==> src/rtl/core/sitda_pkg.sv <==
// shared constants and types for the signed integer to decimal ascii converter
`default_nettype none

package sitda_pkg;

  localparam int unsigned ValueW      = 32;
  localparam int unsigned CharW       = 7;
  localparam int unsigned NumDigits   = 10;
  localparam int unsigned BitsPerStep = 2;
  localparam int unsigned NumSteps    = ValueW / BitsPerStep;
  localparam int unsigned StepCntW    = $clog2(NumSteps);
  localparam int unsigned DigitIdxW   = $clog2(NumDigits);

  localparam logic [CharW-1:0] CharZero  = 7'd48;
  localparam logic [CharW-1:0] CharMinus = 7'd45;

  typedef logic [NumDigits-1:0][3:0] bcd_t;

endpackage

`default_nettype wire

==> src/rtl/core/sitda_dd_step.sv <==
// shift-and-add-3 unit, moves two binary bits into the bcd digits per use
`default_nettype none

module sitda_dd_step
  import sitda_pkg::*;
(
  input  bcd_t              bcd_i,
  input  logic [ValueW-1:0] bin_i,
  output bcd_t              bcd_o,
  output logic [ValueW-1:0] bin_o
);

  always_comb begin
    bcd_t                   bcd;
    logic [ValueW-1:0]      bin;
    logic [4*NumDigits-1:0] flat;
    bcd  = bcd_i;
    bin  = bin_i;
    flat = '0;
    for (int s = 0; s < BitsPerStep; s++) begin
      for (int d = 0; d < NumDigits; d++) begin
        if (bcd[d] >= 4'd5) begin
          bcd[d] = bcd[d] + 4'd3;
        end
      end
      flat = bcd;
      bcd  = {flat[4*NumDigits-2:0], bin[ValueW-1]};
      bin  = {bin[ValueW-2:0], 1'b0};
    end
    bcd_o = bcd;
    bin_o = bin;
  end

endmodule

`default_nettype wire

==> src/rtl/core/signed_int_to_decimal_ascii.sv <==
// top level: signed 32-bit integer to decimal ascii character stream
//
// input channel: one beat carries value_i, a signed 32-bit integer
// output channel: one beat per ascii character, most significant first,
//   an optional '-' then the decimal digits without leading zeros;
//   last_o marks the final character of a number
// the magnitude is converted by a shared shift-and-add-3 unit that takes
//   two bits per cycle
// the first character is loaded into the output register once conversion is done
// a new number is taken only while idle; in_ready_o is low from the
//   input beat until the final character has been loaded into the output
//   register
// a receiver stall holds the output register and pauses character
//   generation; a new number is taken while the final character waits
// reset clears the sequencer and the output valid; nothing is kept
//   between numbers
`default_nettype none

module signed_int_to_decimal_ascii
  import sitda_pkg::*;
(
  input  logic              clk_i,
  input  logic              rst_ni,
  input  logic              in_valid_i,
  output logic              in_ready_o,
  input  logic [ValueW-1:0] value_i,
  output logic              out_valid_o,
  input  logic              out_ready_i,
  output logic [CharW-1:0]  character_o,
  output logic              last_o
);

  localparam logic [1:0] StIdle = 2'd0;
  localparam logic [1:0] StConv = 2'd1;
  localparam logic [1:0] StEmit = 2'd2;

  logic [1:0]           state_q, state_d;
  logic [StepCntW-1:0]  cnt_q, cnt_d;
  logic [DigitIdxW-1:0] dig_q, dig_d;
  logic                 neg_q, neg_d;
  logic                 sign_q, sign_d;
  bcd_t                 bcd_q, bcd_d;
  logic [ValueW-1:0]    bin_q, bin_d;
  logic                 out_valid_q, out_valid_d;
  logic [CharW-1:0]     char_q, char_d;
  logic                 last_q, last_d;

  bcd_t                 step_bcd;
  logic [ValueW-1:0]    step_bin;
  logic [DigitIdxW-1:0] lead_idx;
  logic                 slot_free;

  sitda_dd_step u_step (
    .bcd_i (bcd_q),
    .bin_i (bin_q),
    .bcd_o (step_bcd),
    .bin_o (step_bin)
  );

  // most significant nonzero digit, zero gives the units digit
  always_comb begin
    lead_idx = '0;
    for (int d = 0; d < NumDigits; d++) begin
      if (step_bcd[d] != 4'd0) begin
        lead_idx = DigitIdxW'(d);
      end
    end
  end

  assign in_ready_o = (state_q == StIdle);
  assign slot_free  = !out_valid_q || out_ready_i;

  always_comb begin
    state_d     = state_q;
    cnt_d       = cnt_q;
    dig_d       = dig_q;
    neg_d       = neg_q;
    sign_d      = sign_q;
    bcd_d       = bcd_q;
    bin_d       = bin_q;
    out_valid_d = out_valid_q;
    char_d      = char_q;
    last_d      = last_q;
    if (out_valid_q && out_ready_i) begin
      out_valid_d = 1'b0;
    end
    case (state_q)
      StIdle: begin
        if (in_valid_i) begin
          neg_d   = value_i[ValueW-1];
          bin_d   = value_i[ValueW-1] ? (ValueW'(0) - value_i) : value_i;
          bcd_d   = '0;
          cnt_d   = '0;
          state_d = StConv;
        end
      end
      StConv: begin
        bcd_d = step_bcd;
        bin_d = step_bin;
        cnt_d = cnt_q + 1'b1;
        if (cnt_q == StepCntW'(NumSteps - 1)) begin
          dig_d   = lead_idx;
          sign_d  = neg_q;
          state_d = StEmit;
        end
      end
      StEmit: begin
        if (slot_free) begin
          out_valid_d = 1'b1;
          if (sign_q) begin
            char_d = CharMinus;
            last_d = 1'b0;
            sign_d = 1'b0;
          end else begin
            char_d = CharZero + CharW'(bcd_q[dig_q]);
            last_d = (dig_q == '0);
            if (dig_q == '0) begin
              state_d = StIdle;
            end else begin
              dig_d = dig_q - 1'b1;
            end
          end
        end
      end
      default: begin
        state_d = StIdle;
      end
    endcase
  end

  always_ff @(posedge clk_i or negedge rst_ni) begin
    if (!rst_ni) begin
      state_q     <= StIdle;
      cnt_q       <= '0;
      dig_q       <= '0;
      sign_q      <= 1'b0;
      out_valid_q <= 1'b0;
    end else begin
      state_q     <= state_d;
      cnt_q       <= cnt_d;
      dig_q       <= dig_d;
      sign_q      <= sign_d;
      out_valid_q <= out_valid_d;
    end
  end

  always_ff @(posedge clk_i) begin
    neg_q  <= neg_d;
    bcd_q  <= bcd_d;
    bin_q  <= bin_d;
    char_q <= char_d;
    last_q <= last_d;
  end

  assign out_valid_o = out_valid_q;
  assign character_o = char_q;
  assign last_o      = last_q;

endmodule

`default_nettype wire

==> config.mk <==
export PLATFORM = sky130hd
export DESIGN_NAME = signed_int_to_decimal_ascii
export DESIGN_NICKNAME = d
export VERILOG_FILES = /design/src/rtl/core/sitda_pkg.sv /design/src/rtl/core/sitda_dd_step.sv /design/src/rtl/core/signed_int_to_decimal_ascii.sv
export SDC_FILE = /design/constraint.sdc
export NUM_CORES = 1
export LEC_CHECK = 0
export ABC_AREA = 1
export ABC_CLOCK_PERIOD_IN_PS = 6100
export BUFFER_PORTS_ARGS = -buffer_cell sky130_fd_sc_hd__buf_4
export CAP_MARGIN = 40
export CORE_ASPECT_RATIO = 1.25
export CORE_UTILIZATION = 54
export CTS_BUF_LIST = sky130_fd_sc_hd__clkbuf_2 sky130_fd_sc_hd__clkbuf_4 sky130_fd_sc_hd__clkbuf_8
export CTS_CLUSTER_DIAMETER = 200
export DETAILED_ROUTE_END_ITERATION = 10
export PLACE_DENSITY = 0.78
export SLEW_MARGIN = 20
export SYNTH_ARGS = -nofsm -noshare
export SYNTH_HDL_FRONTEND = slang
export SYNTH_SLANG_ARGS = --single-unit
==> constraint.sdc <==
create_clock -name clk_i -period 6.1 [get_ports clk_i]
set_input_delay 0.61 -clock clk_i [delete_from_list [all_inputs] [get_ports clk_i]]
set_output_delay 0.61 -clock clk_i [all_outputs]
set_load 0.05 [all_outputs]
# Word level (Yosys, flattened, before mapping)
# Cells that the tools add are included.
# W data, S select, Z words.
[op_classes]
n_addsub = 24
n_mul = 0
div = 0
order_cmp = 21
eq_ne = 9
n_shift = 0
mux = 55
n_bitwise = 0
n_reduce_logical = 22
[ops]
columns = ["op", "count"]
rows = [
  ["$mux W4", 31],
  ["$ge A4 B3 Y1 const B", 20],
  ["$pmux W40 S2", 1],
  ["$add A4 B2 Y4 const B", 18],
  ["$mux W32", 2],
  ["$pmux W32 S2", 1],
  ["$mux W40", 1],
  ["$reduce_bool A4 Y1", 9],
  ["$sub A1 B32 Y32 const A", 1],
  ["$bmux W4 S4", 1],
  ["$pmux W4 S2", 2],
  ["$mux W2", 6],
  ["$ne A2 B2 Y1 const B", 6],
  ["$reduce_and A5 Y1", 2],
  ["$add A6 B4 Y7 const A", 1],
  ["$add A3 B2 Y3 const B", 2],
  ["$mux W1", 6],
  ["$mux W3", 2],
  ["$pmux W2 S3", 1],
  ["$reduce_and A2 Y1", 3],
  ["$lt A4 B5 Y1 const B", 1],
  ["$add A4 B1 Y4 const B", 1],
  ["$eq A4 B4 Y1 const B", 1],
  ["$logic_not A4 Y1", 1],
  ["10 further kinds", 11],
]
[word_totals]
reg_bits = 93
latch_bits = 0
ramBits = 0
romBits = 0
input_bits = 36
out_inout_bits = 10
wordCells = 150
memories = 0

# Depth between registers and ports, before layout
# Gate-level depths: netlist (run 1).
[depth]
ltp_word = 16
mapped_depth = 23
mapped_depth_nobuf = 23

# Cells and area by module
# A second synthesis (run 1) with hierarchy kept.
[unflattened]
cells_unflattened = 1091
area_unflattened_um2 = 7911.3
[by_module_without_submodules]
columns = ["module", "instances", "cells_each", "area_each_um2", "seq_area_each_um2"]
rows = [
  ["signed_int_to_decimal_ascii", 1, 625, 5143.7, 2672.6],
  ["sitda_dd_step", 1, 466, 2767.7, 0.0],
]

# Worst setup path before layout (run 1)
# Ideal clock, no wire load.
[synth_timing]
path_type = "register to register"
startpoint = "reg state_q[0]"
endpoint = "reg bcd_q[0] (netlist bit), enable pin"
setup_time_ps = 427
arrival_time_ps = 2867
required_time_ps = 5673
path_slack_ps = 2806
path_stages_with_launch = 6
n_path_buf = 0
synth_period_minus_slack_ps = 3294
cell_sequence = "dfrtp_1 nor2_1 inv_1 nor2_1 nor2_1 inv_1"
[synth_between]
elab_chain_cells = 3
word_cells_on_any_way = 5
cone_classes = "2 x eq/ne; 3 x reduce/logical"
[synth_lines]
columns = ["item", "line", "rtl"]
rows = [
  ["from (decl)", "signed_int_to_decimal_ascii.sv:37", "logic [1:0] state_q, state_d;"],
  ["from (signal assigned)", "signed_int_to_decimal_ascii.sv:133", "state_q <= StIdle;"],
  ["from (signal assigned)", "signed_int_to_decimal_ascii.sv:139", "state_q <= state_d;"],
  ["$logic_not A2 Y1 *", "n/a", ""],
  ["net in_ready_o", "signed_int_to_decimal_ascii.sv:25", "output logic in_ready_o,"],
  ["$ne A2 B2 Y1 (no source line) / $reduce_bool A2 Y1 (equally long branches)", "n/a", ""],
  ["$reduce_and A2 Y1 (no source line) *", "n/a", ""],
  ["to (signal assigned)", "signed_int_to_decimal_ascii.sv:149", "bcd_q <= bcd_d;"],
  ["to (decl)", "signed_int_to_decimal_ascii.sv:42", "bcd_t bcd_q, bcd_d;"],
]
# The timed path passes the listed nets; every way through them passes the cells marked *.
# A chain may end at the register's enable or synchronous reset.

# Worst setup path in the final report (run 1)
[layout_timing]
startpoint = "reg state_q[1]"
endpoint = "reg bcd_q[15] (netlist bit), enable pin"
[layout_between]
elab_chain_cells = 3
word_cells_on_any_way = 5
cone_classes = "2 x eq/ne; 3 x reduce/logical"
[layout_lines]
columns = ["item", "line", "rtl"]
rows = [
  ["$eq A2 B1 Y1 / $logic_not A2 Y1 (equally long branches)", "signed_int_to_decimal_ascii.sv:87", "case (state_q)"],
  ["$reduce_bool A2 Y1 (no source line) / $ne A2 B2 Y1 (equally long branches)", "n/a", ""],
  ["$reduce_and A2 Y1 (no source line) *", "n/a", ""],
]
# Every way passes the cells marked *; elsewhere a longest branch is shown, timed or not.

==> flow_summary.ini, run 1 <==
[setup_path]
end_kind = register
crit_path_start_kind = register
path_cells = nor2_4, buf_4, nor2_1, inv_2, buf_4
crit_required_ns = 6.12
path_max_fanout = 69
arrival_ns = 2.80
rr_startpoint = state_q[1]
crit_slowest_cell = inv_2
r2r.worst_path.cells = 5
critPathMostFrequentCell = buf_4
slowest_delay_ns = 0.60
crit_start = state_q[1]
path_class = register to register

[die]
num_rows = 45
die_y_um = 128
die_area_um2 = 13100
initial_core_util_pct = 56.0
die_w_um = 103
ios = 46
coreArea_um2 = 12200

[logic_synthesis]
syn_inst = 858
avgSynthCellArea_um2 = 7.97
synth_edf_count = 79
ys_types = 48
async_flop_share_pct = 13.2
synth_top_flop_cell = edfxtp_1
ys_top_cells_by_count = nand2_1, inv_1, nor2_1
seq_area_frac_synth_pct = 39.1
yosysWarnings = 0
synth.most_common_cell = nand2_1
yosysTopAreaCell = edfxtp_1
synth_area_leaders = edfxtp_1, nand2_1, ha_1
ys_ff_latch = 91
synthesis.nets = 931
yosysTopAreaCellShare_pct = 34.7
syn-cell-area_um2 = 6840

[sta]
fin_skew_ns = 0.0119
worst_pin_slew_ns = 0.759
fmax_mhz = 361
fin_crit_sh_pct = 45.5
drv_slew = 0
final.min_clock_period_ns = 2.77
final-hold-violation-count = 0
rsz0062_at_grt = false
tns_ns = 0
setup_viol = 0
max_slew_margin_pct = 49.3

[global_routing]
track_usage_pct = 22.2
grt_max_degree = 70
first_global_vias = 5246
grt_antenna_before_repair = 0
overflow = 0
grt_pass1_wl_um = 22800

[detailed_routing]
antenna_left = 0
drt-initial-drc-count = 225
wl_per_cell_um = 12.6
dr.pass1.iters = 5
wirelength_um = 13400
vias = 5592
drcViolationCount = 0
via_per_inst = 5.26

[layout]
nets = 967
area_growth_pct = 9.53
drive_gt1_share_pct = 16.2
antenna_cells = 0
fillCellCount = 1075

[placement]
place_congestion = 0.793
io_buffers = 43
dp_hpwl_um = 10400

[cts]
clockBufferDepth = 2
clkLatencyLatePin_ns = 0.38
tritoncts_num_sinks = 91
ctsHoldBuffers = 0
cts-buffers-inserted = 9
cts_root_buf = clkbuf_8
cts_tree = built
htree_levels = 3
ctsResizeCount = 0
cts.clk_slew.worst_paths_ns = 0.09
cts_setup_buffers = 0

[job]
drv_cap = 0

[min_path]
hold_path_class = primary input to asynchronous set/reset pin

[run_status]
outcome = finished clean
-- stage by stage --
stage / instances / cell area (um^2) / util, % / hold WS (ns) / setup slack, ns
3_3_place_gp: 1047 / 7310 / 59.8 / 0.466 / 3.31
5_1_grt: 1063 / 7490 / 61.3 / 0.0590 / 3.09
6_report: 1063 / 7490 / 61.3 / 0.0624 / 3.33
4_1_cts: 1063 / 7490 / 61.3 / 0.0597 / 3.29
2_1_floorplan: 858 / 6840 / - / 0.314 / 2.81
3_5_place_dp: 1047 / 7310 / 59.8 / 0.468 / 3.31
-- area by class of cell --
cell class | instances | area, um^2 | share of cell area (%)
clock buffer | 11 | 145 | 1.94
timing repair buffer | 46 | 345 | 4.61
multi-input combinational | 621 | 3610 | 48.3
tap | 164 | 205 | 2.74
inverter | 125 | 469 | 6.26
clock inverter | 5 | 38.8 | 0.518
sequential | 91 | 2670 | 35.7
-- critical path: cells and delay by family (launching register included) --
family	cells	cell delay [ns]
buffers and inverters	3	1.62
flip-flops	1	0.43
AND/OR/NAND/NOR	2	0.32
-- final timing paths --
check                      slack, ns     endpoint
max                             3.33    bcd_q[15]
min                             0.06     dig_q[2]
max reg2reg                     3.33    bcd_q[15]
min reg2reg                     0.50       sign_q
max in group asynchronous       5.86  out_valid_o
min in group clk_i              0.41  out_valid_o
-- metal layers --
layer / wire length, um / GRT usage, % / vias up / part of all wire (%)
met4: 227 / 6.89 / 0 / 1.7
met5: 0 / 0 / - / 0
met1: 5670 / 25.7 / 2557 / 42
met2: 7110 / 41.3 / 116 / 53
li1: - / - / 2899 / -
met3: 428 / 3.33 / 20 / 3.2
-- kinds of logic after synthesis --
family / Yosys count / share of synthesized area (%)
adder cells (fa/ha/maj): 37 / 6.77
AO/OA/AOI/OAI: 174 / 14.4
flip-flops: 91 / 39.1
buffers and inverters: 146 / 8.18
other: 2 / 0.110
AND/OR/NAND/NOR: 357 / 24.4
XOR/XNOR: 51 / 7.03
-- state kept, by name, summed over array words and instances, names as in the netlist --
register     count
cnt_q            4
bcd_q           40
bin_q           32
last_o           1
neg_q            1
dig_q            4
state_q          2
sign_q           1
out_valid_o      1
character_o      5
-- layout by cell type, fill, tap and decap left out, types with 10 or more instances in the layout --
| cell | netlist | final |
|---|---|---|
| o21ai_2 | 13 | 13 |
| xor2_1 | 38 | 38 |
| buf_4 | 2 | 46 |
| xnor2_1 | 10 | 10 |
| dfrtp_1 | 12 | 12 |
| o21ai_1 | 18 | 18 |
| nand2_1 | 161 | 161 |
| inv_1 | 109 | 108 |
| ha_1 | 37 | 37 |
| a21oi_1 | 38 | 38 |
| inv_2 | 13 | 14 |
| clkbuf_8 | 0 | 10 |
| nand2_2 | 14 | 14 |
| edfxtp_1 | 79 | 79 |
| o21ai_0 | 81 | 81 |
| nand3_2 | 10 | 10 |
| nand3_1 | 39 | 39 |
| nor2_1 | 90 | 89 |
Power of run 1 is left out: the tool's default activity adds up to more than one toggle a clock period on the data nets, which glitch-free logic cannot reach.
==> run 2, diff against run 1 <==
- ABC_CLOCK_PERIOD_IN_PS: 6100 -> 2300
- PLACE_DENSITY: 0.78 -> 0.81
- clock period: 6.1 -> 2.3 ns (I/O delays scaled with it)
==> flow_summary.ini, run 2 (synthesis gave the netlist of run 1 again) <==
[placement]
dp_hpwl_um = 11300
place_area_um2 = 7990
place_congestion = 0.842
dp_slack_ns = -0.313
io_buffers = 43

[detailed_routing]
wl_per_cell_um = 14.8
dr.pass1.iters = 6
highest_layer = met4
vias = 6322
route.met2.wl_um = 9370
via_per_inst = 5.39
drt-initial-drc-count = 403
drt-met1-wl_um = 6620
drcViolationCount = 0
routed-wl-met3_um = 635
wirelength_um = 17300
antenna_left = 0

[global_routing]
grt_max_degree = 64
overflow = 0
first_global_vias = 6013
grt_pass1_wl_um = 25300
track_usage_pct = 24.4
grt_antenna_before_repair = 0

[min_path]
hold_depth = 2
hold_path_class = primary input to register

[sta]
fin_skew_ns = 0.0184
worst_pin_slew_ns = 0.561
setup_viol = 9
max_slew_margin_pct = 62.3
drv_slew = 0
final.min_clock_period_ns = 2.67
fmax_mhz = 374
worst_slack_ns = -0.371
fin_crit_sh_pct = 116
tns_ns = -1.81
rsz0062_at_grt = true
final-hold-violation-count = 0

[cts]
cts_root_buf = clkbuf_8
cts_tree = built
cts-buffers-inserted = 9
clockBufferDepth = 2
clkLatencyLatePin_ns = 0.38
tritoncts_num_sinks = 91
cts.clk_slew.worst_paths_ns = 0.10
htree_levels = 3

[layout]
nets = 1078
mostFrequentLayoutCells = buf_4, nand2_1, inv_1
layout_commonest_cell = buf_4
fin_area_um2 = 8940
largest-register = bcd_q
antenna_cells = 0
drive_gt1_share_pct = 35.4
area_growth_pct = 30.7
largest_reg_flops = 40

[setup_path]
end_kind = register
arrival_ns = 2.93
path_max_fanout = 3
critPathMostFrequentCell = inv_2
path_cells = inv_2, ha_4, inv_2, o21ai_4, nand2_4, xor2_4, ha_2, inv_2, o21ai_4, nand2_4, xor2_4, nand4_4, nor3_4, buf_4, o22ai_2
r2r.worst_path.cells = 15
crit_path_start_kind = register
crit_required_ns = 2.56
critPathTopFamily = simple AND/OR/NAND/NOR gates
slowest_delay_ns = 0.46
worst-path-buf-inv = 4
cp.depth = 15
path_class = register to register
crit_slowest_cell = edfxtp_1

[run_status]
outcome = finished, violations left
violations = negative setup slack

[die]
die_w_um = 103
die_y_um = 128
num_rows = 45
ios = 46
die_area_um2 = 13100
initial_core_util_pct = 56.0
coreArea_um2 = 12200

[job]
drv_cap = 0
run 2: path summary, 6_finish.rpt:
check / startpoint / end / slack [ns]
setup / recovery: bcd_q[32] / dig_q[3] / -0.37
hold / removal: out_ready_i / out_valid_o / 0.04
setup reg to reg: bcd_q[32] / dig_q[3] / -0.37
hold reg to reg: bin_q[11] / bin_q[13] / 0.54
max in group asynchronous: rst_ni / cnt_q[3] / 1.90
min in group asynchronous: rst_ni / dig_q[0] / 0.23
run 2: final cells by class:
class,count,area [um^2]
clock inverters,7,81.3
inverters,125,473
clock buffers,9,124
fillers,840,3280
well taps,164,205
flip-flops and latches,91,2670
multi-input cells,621,4150
repair buffers,157,1230
run 2: layer usage:
layer	track usage, %	vias to the layer above
li1	-	3112
met1	27.2	2948
met2	46.2	196
met3	3.22	66
met4	9.24	0
met5	0	-
run 2: worst reg2reg max path, delay by kind of cell (launching register included):
family,cells,cell delay (ns)
simple gates,4,0.62
buf+inv,4,0.38
flops,1,0.46
compound gates,3,0.40
xor+xnor,2,0.37
fa+ha+maj,2,0.35
run 2: per-stage QoR:
step | instances | utilization, % | hold slack (ns)
global placement | 1130 | 65.4 | 0.0917
finish | 1174 | 73.2 | 0.0369
CTS | 1160 | 69.2 | 0.0386
floorplan | 858 | - | -0.0656
global route | 1174 | 73.2 | 0.0636
detailed placement | 1130 | 65.4 | 0.0845
run 2: what timing repair did:
item,in CTS,in global routing
hold buffers,1,0
endpoints found under the setup margin,11,21
endpoints found under the hold margin,12,0
pin swaps,14,42
resized for setup,42,95
setup buffers,13,17
Power of run 2 is left out for the same reason.
==> run 3, diff against run 2 <==
- PLACE_DENSITY: 0.81 -> 0.75
==> flow_summary.ini, run 3 (synthesis gave the netlist of run 1 again) <==
[global_routing]
grt_pass1_wl_um = 26300
first_global_vias = 6015
grt_max_degree = 43
overflow = 0
grt_antenna_before_repair = 0
track_usage_pct = 25.5

[die]
initial_core_util_pct = 56.0
die_area_um2 = 13100
die_w_um = 103
coreArea_um2 = 12200
ios = 46
num_rows = 45
die_y_um = 128

[sta]
worst_slack_ns = -0.277
setup_viol = 8
fin_skew_ns = 0.0107
final-hold-violation-count = 0
fmax_mhz = 388
rsz0062_at_grt = true
worst_pin_slew_ns = 0.621
tns_ns = -1.20
drv_slew = 0
max_slew_margin_pct = 58.5
fin_crit_sh_pct = 112
final.min_clock_period_ns = 2.58
whs_ns = 0.0749

[setup_path]
path_max_fanout = 3
path_class = register to register
rr_startpoint = bcd_q[32]
crit_required_ns = 2.61
crit_path_start_kind = register
timing.rr.end = dig_q[1]
r2r.worst_path.cells = 14
arrival_ns = 2.89
end_kind = register
reg2reg_setup_slack_ns = -0.28

[cts]
htree_levels = 3
cts.clk_slew.worst_paths_ns = 0.09
clkLatencyLatePin_ns = 0.37
clockBufferDepth = 2
cts_tree = built
cts_root_buf = clkbuf_8
tritoncts_num_sinks = 91
cts-buffers-inserted = 9

[detailed_routing]
drt-initial-drc-count = 341
wl_per_cell_um = 14.6
drcViolationCount = 0
via_per_inst = 5.32
antenna_left = 0
dr.pass1.iters = 4
wirelength_um = 17300
vias = 6308

[layout]
drive_gt1_share_pct = 35.7
largest_reg_flops = 40
mostFrequentLayoutCells = buf_4, nand2_1, nor2_1
nets = 1089
fillCellCount = 896
area_growth_pct = 31.7
antenna_cells = 0
layout_commonest_cell = buf_4
largest-register = bcd_q
instances_no_fill = 1185

[run_status]
violations = negative setup slack
outcome = finished, violations left

[min_path]
hold_depth = 2
hold_path_class = primary input to register
whs_endpoint = out_valid_o
hp-start = out_ready_i

[job]
drv_cap = 0

[placement]
place_inst = 1137
dp_slack_ns = -0.337
place_congestion = 0.830
io_buffers = 43
dp_hpwl_um = 11300
run 3: cell types whose count changed in the layout (fill, tap and decap cells not counted), moves of 3 or more:
cell     change
buf_4       +16
nand2_2      -4
inv_1        -3
buf_6        -4
nand2_4      +3
run 3: repair_timing:
item                       4_1_cts  5_1_grt
pin swaps                       16       50
resized for setup               51       86
setup endpoints to repair       11       23
setup buffers                   12       22
hold endpoints to repair        12        0
gates cloned                     0        0
hold buffers                     1        0
run 3: per-stage QoR:
step                      utilization [%]  area, um^2
after global placement               65.7        8030
final                                73.7        9010
after CTS                            69.4        8480
after floorplan                         -        6880
after detailed placement             65.7        8030
after global routing                 73.7        9010
run 3: how the worst max path moves through the flow:
stage               cells after the start        to  slack (ns)      start
CTS                                    19  dig_q[0]       -0.18  bcd_q[16]
floorplan                              18  dig_q[1]       -0.12  bcd_q[12]
global route                           15  dig_q[1]       -0.43  bcd_q[32]
global placement                       19  dig_q[1]       -0.22  bcd_q[20]
detailed placement                     16  dig_q[1]       -0.34  bcd_q[25]
finish                                 14  dig_q[1]       -0.28  bcd_q[32]
run 3: routing by layer:
metal / wire length, um / share of wire [%] / GRT usage (%) / vias up
li1: - / - / - / 3141
met1: 6710 / 39 / 30.8 / 2946
met2: 9310 / 54 / 45.8 / 177
met3: 711 / 4.1 / 3.27 / 44
met4: 544 / 3.1 / 9.16 / 0
met5: 0 / 0 / 0 / -
run 3: area by class of cell:
type,instances,area [um^2],share of cell area [%]
clock inverters,6,50.0,0.556
inverters,125,475,5.28
repair buffers,168,1290,14.3
multi-input cells,621,4190,46.5
flip-flops and latches,91,2670,29.7
clock buffers,10,131,1.46
well taps,164,205,2.28
run 3: critical path, cell delays in order, from the launching register on:
cell      delay [ns]
edfxtp_1        0.45
inv_2           0.12
ha_4            0.14
inv_2           0.03
o21ai_2         0.14
nand2_2         0.13
xor2_4          0.21
ha_1            0.23
o21ai_4         0.19
nand2_4         0.11
xor2_4          0.20
nand4_4         0.11
nor3_4          0.22
nand2_1         0.10
a21oi_2         0.13
Power of run 3 is left out for the same reason.
